<file path="config.mk">
export PLATFORM = sky130hd
export DESIGN_NAME = midpoint_ellipse_outline_core
export DESIGN_NICKNAME = d
export VERILOG_FILES = /design/src/hw/rtl/meo_pkg.sv /design/src/hw/rtl/midpoint_ellipse_outline_core.sv /design/src/hw/rtl/meo_datapath.sv /design/src/hw/rtl/meo_ctrl.sv
export SDC_FILE = /design/constraint.sdc
export NUM_CORES = 2
export LEC_CHECK = 0
export BUFFER_PORTS_ARGS = -buffer_cell sky130_fd_sc_hd__buf_2
export CORE_ASPECT_RATIO = 0.6
export CORE_MARGIN = 5
export CORE_UTILIZATION = 55
export DETAILED_ROUTE_END_ITERATION = 12
export HOLD_SLACK_MARGIN = 0.06
export PLACE_DENSITY_LB_ADDON = 0.2
export SETUP_SLACK_MARGIN = 0.2
export SLEW_MARGIN = 20
export SYNTH_ARGS = -nofsm -noshare
export SYNTH_HDL_FRONTEND = slang
export SYNTH_SLANG_ARGS = --single-unit
</file>
<file path="constraint.sdc">
create_clock -name i_clk -period 12.7 [get_ports i_clk]
set_input_delay 3.81 -clock i_clk [delete_from_list [all_inputs] [get_ports i_clk]]
set_output_delay 3.81 -clock i_clk [all_outputs]
set_load 0.01 [all_outputs]
</file>
<file path="src/hw/rtl/meo_pkg.sv">
// ----------------------------------------------------------------------------
// meo_pkg: shared types for the midpoint ellipse outline core
// Command and status records between controller and datapath, operation
// codes of the input word and the fixed dot pattern offsets.
// ----------------------------------------------------------------------------
package meo_pkg;

    // default coordinate width
    localparam int MEO_COORD_W = 12;

    // operation codes of an input word
    localparam logic OP_START   = 1'b0;
    localparam logic OP_ADVANCE = 1'b1;

    // index of the final pixel of the dot pattern
    localparam int DOT_LAST = 11;

    // register update selected by the controller
    typedef enum logic [3:0] {
        DP_NOP,
        DP_LOAD,
        DP_SET_RX2,
        DP_SET_RY2,
        DP_INIT_D,
        DP_STEP,
        DP_KEEP_P1,
        DP_UPDATE,
        DP_TMP,
        DP_D_PROD,
        DP_D_ADD4,
        DP_D_SUB4,
        DP_WALK
    } t_dp_op;

    // operand pair fed to the shared multiplier
    typedef enum logic [3:0] {
        MUL_NONE,
        MUL_SQ_H,
        MUL_SQ_V,
        MUL_RX2_RV,
        MUL_RY2_NX,
        MUL_RX2_NY,
        MUL_TT,
        MUL_SS,
        MUL_RY2_TMP,
        MUL_RX2_TMP,
        MUL_RX2_RY2
    } t_mul_op;

    // pixel source for the output word
    typedef enum logic [2:0] {
        PIX_NONE,
        PIX_PP,
        PIX_MP,
        PIX_PM,
        PIX_MM,
        PIX_HRUN,
        PIX_VRUN,
        PIX_DOT
    } t_pix_sel;

    // run index update
    typedef enum logic [1:0] {
        RUN_HOLD,
        RUN_INC,
        RUN_CLR
    } t_run_op;

    typedef struct packed {
        t_dp_op   op;
        t_mul_op  mul;
        logic     reg2;
        logic     emit;
        t_pix_sel pix;
        logic     last;
        logic     done;
        t_run_op  run;
    } t_dp_cmd;

    typedef struct packed {
        logic rad_neg;
        logic rad_zero;
        logic rad_dot;
        logic term;
        logic ny_neg;
        logic run_end_h;
        logic run_end_v;
        logic dot_end;
        logic out_free;
    } t_dp_sts;

    // column offset of dot pattern pixel idx
    function automatic logic signed [2:0] dot_dx(input logic [3:0] idx);
        logic signed [2:0] v;
        unique case (idx)
            4'd0, 4'd3:                v = -3'sd1;
            4'd1, 4'd4:                v = 3'sd0;
            4'd2, 4'd5:                v = 3'sd1;
            4'd6, 4'd8, 4'd10:         v = -3'sd2;
            4'd7, 4'd9, 4'd11:         v = 3'sd2;
            default:                   v = 3'sd0;
        endcase
        return v;
    endfunction

    // row offset of dot pattern pixel idx
    function automatic logic signed [2:0] dot_dy(input logic [3:0] idx);
        logic signed [2:0] v;
        unique case (idx)
            4'd0, 4'd1, 4'd2:          v = -3'sd2;
            4'd3, 4'd4, 4'd5:          v = 3'sd2;
            4'd6, 4'd7:                v = -3'sd1;
            4'd8, 4'd9:                v = 3'sd0;
            4'd10, 4'd11:              v = 3'sd1;
            default:                   v = 3'sd0;
        endcase
        return v;
    endfunction

endpackage

</file>
<file path="src/hw/rtl/midpoint_ellipse_outline_core.sv">
// ----------------------------------------------------------------------------
// midpoint_ellipse_outline_core: ellipse outline pixel generator
// Start words load a figure; advance words yield its next outline pixels.
// ----------------------------------------------------------------------------
// Usage
//   Input channel i_valid / o_stall: a start word (operation 0) loads centre,
//   radii and color and yields no output; an advance word (operation 1)
//   yields one or four output words, the final one flagged last_of_step.
//   Output channel o_valid / i_stall carries one pixel word per handshake.
// Sequencing (one word in flight at a time, o_stall high while busy)
//   Start: run, dot and empty figures are classified and done; an ellipse
//   also forms two radius squares and one product on the shared multiplier.
//   Advance on a run or dot: one pixel word.
//   Advance on an ellipse step: two products and the decision update, then
//   four pixel words; the step that enters the second region also seeds the
//   decision term on the shared multiplier before its pixel words.
// Stall: a held output word stays put; pending words wait in the sequencer
//   and the next input word is taken while the last output word waits.
// Reset: figure marked finished, output register empty; no clearing pass.
// ----------------------------------------------------------------------------
module midpoint_ellipse_outline_core #(
    parameter int COORD_WIDTH = meo_pkg::MEO_COORD_W
) (
    input  logic                          i_clk,
    input  logic                          i_rst_n,
    input  logic                          i_valid,
    output logic                          o_stall,
    input  logic                          i_operation,
    input  logic signed [COORD_WIDTH-1:0] i_center_x,
    input  logic signed [COORD_WIDTH-1:0] i_center_y,
    input  logic signed [COORD_WIDTH-1:0] i_radius_x,
    input  logic signed [COORD_WIDTH-1:0] i_radius_y,
    input  logic [15:0]                   i_color,
    output logic                          o_valid,
    input  logic                          i_stall,
    output logic signed [COORD_WIDTH:0]   o_pixel_x,
    output logic signed [COORD_WIDTH:0]   o_pixel_y,
    output logic [15:0]                   o_pixel_color,
    output logic                          o_pixel_valid,
    output logic                          o_last_of_step,
    output logic                          o_figure_done
);
    import meo_pkg::*;

    t_dp_cmd cmd;
    t_dp_sts sts;

    // sequencer
    meo_ctrl u_ctrl (
        .i_clk       (i_clk),
        .i_rst_n     (i_rst_n),
        .i_valid     (i_valid),
        .i_operation (i_operation),
        .o_stall     (o_stall),
        .i_sts       (sts),
        .o_cmd       (cmd)
    );

    // arithmetic and output word
    meo_datapath #(
        .COORD_WIDTH (COORD_WIDTH)
    ) u_dp (
        .i_clk          (i_clk),
        .i_rst_n        (i_rst_n),
        .i_cmd          (cmd),
        .o_sts          (sts),
        .i_center_x     (i_center_x),
        .i_center_y     (i_center_y),
        .i_radius_x     (i_radius_x),
        .i_radius_y     (i_radius_y),
        .i_color        (i_color),
        .i_stall        (i_stall),
        .o_valid        (o_valid),
        .o_pixel_x      (o_pixel_x),
        .o_pixel_y      (o_pixel_y),
        .o_pixel_color  (o_pixel_color),
        .o_pixel_valid  (o_pixel_valid),
        .o_last_of_step (o_last_of_step),
        .o_figure_done  (o_figure_done)
    );

endmodule

</file>
<file path="src/hw/rtl/meo_datapath.sv">
// ----------------------------------------------------------------------------
// meo_datapath: arithmetic and output register of the ellipse core
// Holds figure geometry, walk position, decision term, a shared registered
// multiplier and the output word. Driven by commands from meo_ctrl.
// ----------------------------------------------------------------------------
module meo_datapath #(
    parameter int COORD_WIDTH = meo_pkg::MEO_COORD_W
) (
    input  logic                          i_clk,
    input  logic                          i_rst_n,
    input  meo_pkg::t_dp_cmd              i_cmd,
    output meo_pkg::t_dp_sts              o_sts,
    input  logic signed [COORD_WIDTH-1:0] i_center_x,
    input  logic signed [COORD_WIDTH-1:0] i_center_y,
    input  logic signed [COORD_WIDTH-1:0] i_radius_x,
    input  logic signed [COORD_WIDTH-1:0] i_radius_y,
    input  logic [15:0]                   i_color,
    input  logic                          i_stall,
    output logic                          o_valid,
    output logic signed [COORD_WIDTH:0]   o_pixel_x,
    output logic signed [COORD_WIDTH:0]   o_pixel_y,
    output logic [15:0]                   o_pixel_color,
    output logic                          o_pixel_valid,
    output logic                          o_last_of_step,
    output logic                          o_figure_done
);
    import meo_pkg::*;

    localparam int W   = COORD_WIDTH;
    localparam int PW  = W + 1;          // pixel and walk width
    localparam int SQW = 2 * W;          // squared radius
    localparam int MA  = 2 * W + 1;      // multiplier operand a
    localparam int MB  = 2 * W + 3;      // multiplier operand b
    localparam int DW  = MA + MB;        // decision and product width
    localparam logic signed [W-1:0]  DOT_RAD = W'(2);
    localparam logic signed [DW-1:0] D_ZERO  = '0;

    // figure geometry
    logic signed [W-1:0]   r_cx, r_cy, r_rh, r_rv;
    logic [15:0]           r_color;
    logic [SQW-1:0]        r_rx2, r_ry2;
    // walk position and next position
    logic signed [PW-1:0]  r_wx, r_wy, r_nx, r_ny;
    logic                  r_dflag;
    logic [PW-1:0]         r_run;
    // decision term and multiplier results
    logic signed [DW-1:0]  r_d, r_p1, r_prod;
    logic signed [MB-1:0]  r_tmp;
    // output word
    logic                  r_out_valid;
    logic signed [PW-1:0]  r_o_x, r_o_y;
    logic [15:0]           r_o_color;
    logic                  r_o_pv, r_o_last, r_o_done;

    logic signed [MA-1:0]  rx2_s, ry2_s, t_val, s_val, mul_a;
    logic signed [MB-1:0]  mul_b;
    logic signed [DW-1:0]  mul_p, rx2_d, ry2_d, sq_x4, p1_x8, p2_x8, d_upd, d_init;
    logic signed [DW-1:0]  cmp_rhs;
    logic                  add_p1, sub_p2, d_neg, d_pos;
    logic signed [PW-1:0]  wx_inc, wy_dec, cx_e, cy_e, rh_e, rv_e, run_s;
    logic signed [PW-1:0]  pix_x, pix_y;

    assign rx2_s = $signed({1'b0, r_rx2});
    assign ry2_s = $signed({1'b0, r_ry2});
    assign rx2_d = DW'(rx2_s);
    assign ry2_d = DW'(ry2_s);
    assign t_val = MA'(r_nx) + MA'(r_nx) + MA'(1);
    assign s_val = MA'(r_ny) - MA'(1);

    // shared multiplier operand select
    always_comb begin
        mul_a = '0;
        mul_b = '0;
        unique case (i_cmd.mul)
            MUL_NONE:    ;
            MUL_SQ_H:    begin mul_a = MA'(r_rh);  mul_b = MB'(r_rh);  end
            MUL_SQ_V:    begin mul_a = MA'(r_rv);  mul_b = MB'(r_rv);  end
            MUL_RX2_RV:  begin mul_a = rx2_s;      mul_b = MB'(r_rv);  end
            MUL_RY2_NX:  begin mul_a = ry2_s;      mul_b = MB'(r_nx);  end
            MUL_RX2_NY:  begin mul_a = rx2_s;      mul_b = MB'(r_ny);  end
            MUL_TT:      begin mul_a = t_val;      mul_b = MB'(t_val); end
            MUL_SS:      begin mul_a = s_val;      mul_b = MB'(s_val); end
            MUL_RY2_TMP: begin mul_a = ry2_s;      mul_b = r_tmp;      end
            MUL_RX2_TMP: begin mul_a = rx2_s;      mul_b = r_tmp;      end
            MUL_RX2_RY2: begin mul_a = rx2_s;      mul_b = MB'(ry2_s); end
            default:     ;
        endcase
    end

    assign mul_p = mul_a * mul_b;

    // step arithmetic
    assign wx_inc = r_wx + PW'(1);
    assign wy_dec = r_wy - PW'(1);
    assign d_neg  = r_d[DW-1];
    assign d_pos  = !d_neg && (r_d != D_ZERO);

    // decision update: region 1 steps x, region 2 steps y
    assign add_p1 = i_cmd.reg2 ? !r_dflag : 1'b1;
    assign sub_p2 = i_cmd.reg2 ? 1'b1 : !r_dflag;
    assign p1_x8  = r_p1 <<< 3;
    assign p2_x8  = r_prod <<< 3;
    assign sq_x4  = (i_cmd.reg2 ? rx2_d : ry2_d) <<< 2;
    assign d_upd  = r_d + (add_p1 ? p1_x8 : D_ZERO) - (sub_p2 ? p2_x8 : D_ZERO) + sq_x4;
    assign d_init = (ry2_d <<< 2) - (r_prod <<< 2) + rx2_d;

    // region 1 ends once ry2*x reaches rx2*max(y,0)
    assign cmp_rhs = r_ny[PW-1] ? D_ZERO : r_prod;

    // pixel position select
    assign cx_e  = PW'(r_cx);
    assign cy_e  = PW'(r_cy);
    assign rh_e  = PW'(r_rh);
    assign rv_e  = PW'(r_rv);
    assign run_s = $signed(r_run);

    always_comb begin
        pix_x = '0;
        pix_y = '0;
        unique case (i_cmd.pix)
            PIX_NONE: ;
            PIX_PP:   begin pix_x = cx_e + r_wx; pix_y = cy_e + r_wy; end
            PIX_MP:   begin pix_x = cx_e - r_wx; pix_y = cy_e + r_wy; end
            PIX_PM:   begin pix_x = cx_e + r_wx; pix_y = cy_e - r_wy; end
            PIX_MM:   begin pix_x = cx_e - r_wx; pix_y = cy_e - r_wy; end
            PIX_HRUN: begin pix_x = cx_e - rh_e + run_s; pix_y = cy_e; end
            PIX_VRUN: begin pix_x = cx_e; pix_y = cy_e - rv_e + run_s; end
            PIX_DOT:  begin
                pix_x = cx_e + PW'(dot_dx(r_run[3:0]));
                pix_y = cy_e + PW'(dot_dy(r_run[3:0]));
            end
            default:  ;
        endcase
    end

    // geometry, walk and decision registers
    always_ff @(posedge i_clk) begin
        r_prod <= mul_p;
        unique case (i_cmd.op)
            DP_NOP:     ;
            DP_LOAD:    begin
                r_cx    <= i_center_x;
                r_cy    <= i_center_y;
                r_rh    <= i_radius_x;
                r_rv    <= i_radius_y;
                r_color <= i_color;
                r_wx    <= '0;
                r_wy    <= PW'(i_radius_y);
                r_d     <= D_ZERO;
            end
            DP_SET_RX2: r_rx2 <= r_prod[SQW-1:0];
            DP_SET_RY2: r_ry2 <= r_prod[SQW-1:0];
            DP_INIT_D:  r_d   <= d_init;
            DP_STEP:    begin
                if (i_cmd.reg2) begin
                    r_ny    <= wy_dec;
                    r_dflag <= d_pos;
                    r_nx    <= d_pos ? r_wx : wx_inc;
                end else begin
                    r_nx    <= wx_inc;
                    r_dflag <= d_neg;
                    r_ny    <= d_neg ? r_wy : wy_dec;
                end
            end
            DP_KEEP_P1: r_p1  <= r_prod;
            DP_UPDATE:  r_d   <= d_upd;
            DP_TMP:     r_tmp <= r_prod[MB-1:0];
            DP_D_PROD:  r_d   <= r_prod;
            DP_D_ADD4:  r_d   <= r_d + (r_prod <<< 2);
            DP_D_SUB4:  r_d   <= r_d - (r_prod <<< 2);
            DP_WALK:    begin
                r_wx <= r_nx;
                r_wy <= r_ny;
            end
            default:    ;
        endcase

        // run index
        if (i_cmd.op == DP_LOAD) begin
            r_run <= '0;
        end else begin
            unique case (i_cmd.run)
                RUN_HOLD: ;
                RUN_INC:  r_run <= r_run + PW'(1);
                RUN_CLR:  r_run <= '0;
                default:  ;
            endcase
        end
    end

    // output word register
    always_ff @(posedge i_clk) begin
        if (!i_rst_n) begin
            r_out_valid <= 1'b0;
        end else if (i_cmd.emit) begin
            r_out_valid <= 1'b1;
        end else if (!i_stall) begin
            r_out_valid <= 1'b0;
        end
    end

    always_ff @(posedge i_clk) begin
        if (i_cmd.emit) begin
            r_o_x     <= pix_x;
            r_o_y     <= pix_y;
            r_o_pv    <= (i_cmd.pix != PIX_NONE);
            r_o_color <= (i_cmd.pix != PIX_NONE) ? r_color : 16'h0000;
            r_o_last  <= i_cmd.last;
            r_o_done  <= i_cmd.done;
        end
    end

    // status to controller
    assign o_sts.rad_neg   = r_rh[W-1] | r_rv[W-1];
    assign o_sts.rad_zero  = (r_rh == '0) || (r_rv == '0);
    assign o_sts.rad_dot   = (r_rh == DOT_RAD) && (r_rv == DOT_RAD);
    assign o_sts.term      = !(r_p1 < cmp_rhs);
    assign o_sts.ny_neg    = r_ny[PW-1];
    assign o_sts.run_end_h = r_run >= {r_rh, 1'b0};
    assign o_sts.run_end_v = r_run >= {r_rv, 1'b0};
    assign o_sts.dot_end   = r_run >= PW'(DOT_LAST);
    assign o_sts.out_free  = !r_out_valid || !i_stall;

    assign o_valid        = r_out_valid;
    assign o_pixel_x      = r_o_x;
    assign o_pixel_y      = r_o_y;
    assign o_pixel_color  = r_o_color;
    assign o_pixel_valid  = r_o_pv;
    assign o_last_of_step = r_o_last;
    assign o_figure_done  = r_o_done;

endmodule

</file>
<file path="src/hw/rtl/meo_ctrl.sv">
// ----------------------------------------------------------------------------
// meo_ctrl: sequencer of the ellipse core
// Tracks the figure phase, accepts input words and steps the datapath
// through setup, midpoint update and pixel output.
// ----------------------------------------------------------------------------
module meo_ctrl (
    input  logic             i_clk,
    input  logic             i_rst_n,
    input  logic             i_valid,
    input  logic             i_operation,
    output logic             o_stall,
    input  meo_pkg::t_dp_sts i_sts,
    output meo_pkg::t_dp_cmd o_cmd
);
    import meo_pkg::*;

    typedef enum logic [3:0] {
        S_IDLE,
        S_CLASS,
        S_SQ_V,
        S_INIT_M,
        S_INIT_D,
        S_STEP_B,
        S_STEP_C,
        S_STEP_D,
        S_T1,
        S_T2,
        S_T3,
        S_T4,
        S_T5,
        S_T6,
        S_EMIT
    } t_state;

    typedef enum logic [2:0] {
        PH_DONE,
        PH_HRUN,
        PH_VRUN,
        PH_DOT,
        PH_REG1,
        PH_REG2
    } t_phase;

    t_state     r_state, n_state;
    t_phase     r_phase, n_phase;
    logic [1:0] r_pix, n_pix;
    logic       r_quad, n_quad;
    t_dp_cmd    cmd;

    // state, phase and pixel counter
    always_ff @(posedge i_clk) begin
        if (!i_rst_n) begin
            r_state <= S_IDLE;
            r_phase <= PH_DONE;
            r_pix   <= '0;
            r_quad  <= 1'b0;
        end else begin
            r_state <= n_state;
            r_phase <= n_phase;
            r_pix   <= n_pix;
            r_quad  <= n_quad;
        end
    end

    // next state and datapath command
    always_comb begin
        n_state  = r_state;
        n_phase  = r_phase;
        n_pix    = r_pix;
        n_quad   = r_quad;
        cmd.op   = DP_NOP;
        cmd.mul  = MUL_NONE;
        cmd.reg2 = (r_phase == PH_REG2);
        cmd.emit = 1'b0;
        cmd.pix  = PIX_NONE;
        cmd.last = 1'b0;
        cmd.done = 1'b0;
        cmd.run  = RUN_HOLD;

        unique case (r_state)
            S_IDLE: begin
                if (i_valid) begin
                    if (i_operation == OP_START) begin
                        cmd.op  = DP_LOAD;
                        n_state = S_CLASS;
                    end else if (r_phase == PH_REG1 || r_phase == PH_REG2) begin
                        cmd.op  = DP_STEP;
                        n_quad  = 1'b1;
                        n_pix   = '0;
                        n_state = S_STEP_B;
                    end else begin
                        n_quad  = 1'b0;
                        n_state = S_EMIT;
                    end
                end
            end
            // pick the figure kind from the loaded radii
            S_CLASS: begin
                cmd.mul = MUL_SQ_H;
                priority if (i_sts.rad_neg) begin
                    n_phase = PH_DONE;
                    n_state = S_IDLE;
                end else if (i_sts.rad_zero) begin
                    n_phase = PH_HRUN;
                    n_state = S_IDLE;
                end else if (i_sts.rad_dot) begin
                    n_phase = PH_DOT;
                    n_state = S_IDLE;
                end else begin
                    n_phase = PH_REG1;
                    n_state = S_SQ_V;
                end
            end
            S_SQ_V: begin
                cmd.op  = DP_SET_RX2;
                cmd.mul = MUL_SQ_V;
                n_state = S_INIT_M;
            end
            S_INIT_M: begin
                cmd.op  = DP_SET_RY2;
                cmd.mul = MUL_RX2_RV;
                n_state = S_INIT_D;
            end
            S_INIT_D: begin
                cmd.op  = DP_INIT_D;
                n_state = S_IDLE;
            end
            // midpoint update: two products, then the add
            S_STEP_B: begin
                cmd.mul = MUL_RY2_NX;
                n_state = S_STEP_C;
            end
            S_STEP_C: begin
                cmd.op  = DP_KEEP_P1;
                cmd.mul = MUL_RX2_NY;
                n_state = S_STEP_D;
            end
            S_STEP_D: begin
                cmd.op = DP_UPDATE;
                if (r_phase == PH_REG1) begin
                    n_state = i_sts.term ? S_T1 : S_EMIT;
                end else begin
                    if (i_sts.ny_neg) begin
                        n_phase = PH_DONE;
                    end
                    n_state = S_EMIT;
                end
            end
            // region 2 decision seed
            S_T1: begin
                cmd.mul = MUL_TT;
                n_state = S_T2;
            end
            S_T2: begin
                cmd.op  = DP_TMP;
                cmd.mul = MUL_SS;
                n_state = S_T3;
            end
            S_T3: begin
                cmd.op  = DP_TMP;
                cmd.mul = MUL_RY2_TMP;
                n_state = S_T4;
            end
            S_T4: begin
                cmd.op  = DP_D_PROD;
                cmd.mul = MUL_RX2_TMP;
                n_state = S_T5;
            end
            S_T5: begin
                cmd.op  = DP_D_ADD4;
                cmd.mul = MUL_RX2_RY2;
                n_state = S_T6;
            end
            S_T6: begin
                cmd.op  = DP_D_SUB4;
                n_phase = i_sts.ny_neg ? PH_DONE : PH_REG2;
                n_state = S_EMIT;
            end
            // hand words to the output register as it frees up
            S_EMIT: begin
                if (i_sts.out_free) begin
                    cmd.emit = 1'b1;
                    if (r_quad) begin
                        unique case (r_pix)
                            2'd0:    cmd.pix = PIX_PP;
                            2'd1:    cmd.pix = PIX_MP;
                            2'd2:    cmd.pix = PIX_PM;
                            default: cmd.pix = PIX_MM;
                        endcase
                        if (r_pix == 2'd3) begin
                            cmd.last = 1'b1;
                            cmd.done = (r_phase == PH_DONE);
                            cmd.op   = DP_WALK;
                            n_state  = S_IDLE;
                        end else begin
                            n_pix = r_pix + 2'd1;
                        end
                    end else begin
                        cmd.last = 1'b1;
                        n_state  = S_IDLE;
                        unique case (r_phase)
                            PH_HRUN: begin
                                cmd.pix = PIX_HRUN;
                                if (i_sts.run_end_h) begin
                                    cmd.run = RUN_CLR;
                                    n_phase = PH_VRUN;
                                end else begin
                                    cmd.run = RUN_INC;
                                end
                            end
                            PH_VRUN: begin
                                cmd.pix  = PIX_VRUN;
                                cmd.done = i_sts.run_end_v;
                                if (i_sts.run_end_v) begin
                                    n_phase = PH_DONE;
                                end else begin
                                    cmd.run = RUN_INC;
                                end
                            end
                            PH_DOT: begin
                                cmd.pix  = PIX_DOT;
                                cmd.done = i_sts.dot_end;
                                if (i_sts.dot_end) begin
                                    n_phase = PH_DONE;
                                end else begin
                                    cmd.run = RUN_INC;
                                end
                            end
                            default: begin
                                // finished figure: empty word
                                cmd.pix  = PIX_NONE;
                                cmd.done = 1'b1;
                                n_phase  = PH_DONE;
                            end
                        endcase
                    end
                end
            end
            default: n_state = S_IDLE;
        endcase
    end

    assign o_stall = (r_state != S_IDLE);
    assign o_cmd   = cmd;

endmodule

</file>
==> results_dict.tcl <==
set metrics [dict create \
    synthesis.area_per_instance_um2 9.01 \
    hold_ws_ps 534 \
    nNetsFinal 7877 \
    synth_seq_area_share 0.202 \
    setup_viol 0 \
    relSlewSlack 0.129 \
    io_pins 116 \
    n_fill_cell 9368 \
    cts_setup_buffers 0 \
    ys_warn_count 0 \
    clk_latency_ps 650 \
    worst_pin_slew_ps 1310 \
    drtPass1Iterations 10 \
    status "finished, final reports clean" \
    drc 0 \
    fin_skew_ps 40.2 \
    grt_max_degree 59 \
    antenna_found_initial 8 \
    critical_path_class "flop to flop" \
    dieArea_um2 114000 \
    cts_max_level 2 \
    ys.flop_type "edfxtp_1" \
    synth_cell_types 99 \
    cts_resized 0 \
    fmax_mhz 86.2 \
    hold_violations 0 \
    port_buffers 115 \
    cp_data_arrival_time_ps 12110 \
    via_count 50262 \
    drt-wirelength-per-cell_um 27.3 \
    startpoint_type "flop" \
    syn_area_um2 58800 \
    critPathMaxFanout 29 \
    post_dp_cell_area_um2 61200 \
    first_iter_violations 7381 \
    hold_buffers 0 \
    cts_root_buffer "clkbuf_16" \
    core_um2 106000 \
    area_delta_synth_final_pct 6.92 \
    drive_above_1_share 0.0650 \
    path_clk_slew_ps 70 \
    required_ps 13210 \
    maxCapViolCount 0 \
    final.setup.worst_slack_ps 1100 \
    fp-row-count 92 \
    async_reset_ff_frac 0 \
    dp_slack_ps 1680 \
    die_w_um 432 \
    cts.sinks 423 \
    grt_overflow 0 \
    tns_ps 0 \
    final_area_um2 62800 \
    multiInputGateArea_um2 41600 \
    cts_tree "done" \
    dp_hpwl_um 176000 \
    via_per_inst 6.29 \
    layout.area.seq_um2 11900 \
    grt_pass1_vias 47448 \
    drtAntennaViolNets 0 \
    numCtsBuffers 46 \
    netlist_instances 6520 \
    initial_core_util 0.557 \
    grt_usage 0.379 \
    slew_violations 0 \
    routed_wl_um 219000 \
    fin_crit_sh 0.913 \
    ys_seq_elements 423 \
    rsz0062_at_grt "no" \
    hold_path_class "flop to flop" \
    synth_edf_count 341 \
    grt_pass1_wl_um 320000 \
    finalCriticalPeriod_ps 11600 \
    clockBufferDepth 3 \
    gp_congestion 1.08 \
    end_kind "flop" \
    fp.dieH_um 263 \
]
[per-layer routing]
| layer | up-vias | part of all wire | global-route usage |
|---|---|---|---|
| met5 | - | 0.00082 | 0.00967 |
| met4 | 4 | 0.025 | 0.0772 |
| met3 | 393 | 0.19 | 0.213 |
| met2 | 3725 | 0.34 | 0.439 |
| met1 | 24768 | 0.43 | 0.595 |
| li1 | 21372 | - | - |
[flip-flops by register name (all words and copies together) (netlist names), 13 cells and up, named ones only]
| signal | flops |
|---|---|
| u_dp.r_tmp | 27 |
| u_dp.o_pixel_y | 13 |
| u_dp.r_p1 | 52 |
| u_dp.r_color | 16 |
| u_dp.o_pixel_x | 13 |
| u_dp.r_wx | 13 |
| u_dp.r_ry2 | 24 |
| u_dp.o_pixel_color | 16 |
| u_dp.r_ny | 13 |
| u_dp.r_nx | 13 |
| u_dp.r_wy | 13 |
| u_dp.r_prod | 52 |
| u_dp.r_d | 52 |
| u_dp.r_run | 13 |
| u_dp.r_rx2 | 24 |
[per-stage QoR]
| step | utilization | cells |
|---|---|---|
| finish | 0.595 | 7997 |
| global route | 0.595 | 7993 |
| CTS | 0.595 | 7992 |
| detailed placement | 0.580 | 7906 |
| global placement | 0.580 | 7906 |
| floorplan | - | 6531 |
[cell usage after synthesis (90+ instances only)]
library cell,count,area [µm²]
xnor2_1,205,1800
fa_1,825,16500
clkbuf_1,253,950
inv_1,1161,4360
a21o_1,137,1030
nand2b_1,96,601
edfxtp_1,341,10200
nand2_1,692,2600
and2_1,90,563
xor2_1,120,1050
o21ai_0,223,1120
a21oi_1,295,1480
nor2_1,560,2100
ha_1,438,5480
[worst paths after layout]
check                            startpoint                                   to  slack (ps)  cells after the start
max          u_ctrl.r_state[3]$_SDFFE_PN0P_              u_dp.r_prod[48]$_DFF_P_        1100                     25
max reg2reg  u_ctrl.r_state[3]$_SDFFE_PN0P_              u_dp.r_prod[48]$_DFF_P_        1100                     25
min               u_dp.r_color[4]$_DFFE_PP_  u_dp.o_pixel_color[4]$_SDFFCE_PN0P_         530                      1
min reg2reg       u_dp.r_color[4]$_DFFE_PP_  u_dp.o_pixel_color[4]$_SDFFCE_PN0P_         530                      1
[logic make-up after synthesis]
logic type,Yosys count,share of synthesized area
compound gates,1147,0.131
fa+ha+maj,1263,0.374
mux,12,0.00209
xor+xnor,326,0.0487
flops,423,0.202
buf+inv,1451,0.0935
other cells,2,0.000128
simple gates,1896,0.148
[critical path, stage by stage (launching register included)]
cell and delay, ps:
dfxtp_1 910, nand2b_1 340, nor2_1 820, nand2_1 100
o21ai_0 170, or2_2 590, a21o_1 600, nand2_1 220
fa_1 550, inv_1 150, fa_1 700, inv_1 240
fa_1 540, inv_1 60, fa_1 490, fa_1 530
fa_1 510, inv_1 60, fa_1 500, inv_1 50
ha_1 390, a21oi_1 960, o21ai_0 670, a211oi_1 830
o21ai_0 250, xor2_1 200
[cell type report]
type | instances | share of cell area
Clock buffer | 53 | 0.0197
Antenna cell | 4 | 0.000159
Tap cell | 1410 | 0.0281
Sequential cell | 423 | 0.189
Multi-Input combinational cell | 4657 | 0.662
Inverter | 1163 | 0.0695
Timing Repair Buffer | 254 | 0.0258
Clock inverter | 33 | 0.00560
[layout by cell type, fill, tap and decap left out, types with 44 or more instances in the layout]
cell,count
xor2_1,120
nand4_1,44
a21o_1,137
buf_4,138
clkbuf_16,48
dfxtp_1,81
nand3_1,75
and2_1,90
nand2b_1,92
nor2_1,549
nor3_1,79
o21ai_0,223
nor2b_1,51
edfxtp_1,341
nand2_1,689
nor4_1,44
xnor2_1,205
fa_1,825
a22oi_1,56
buf_2,115
inv_1,1160
a21oi_1,293
ha_1,438
Power is left out: the tool's default activity adds up to more than one toggle a clock period on the data nets, which glitch-free logic cannot reach.
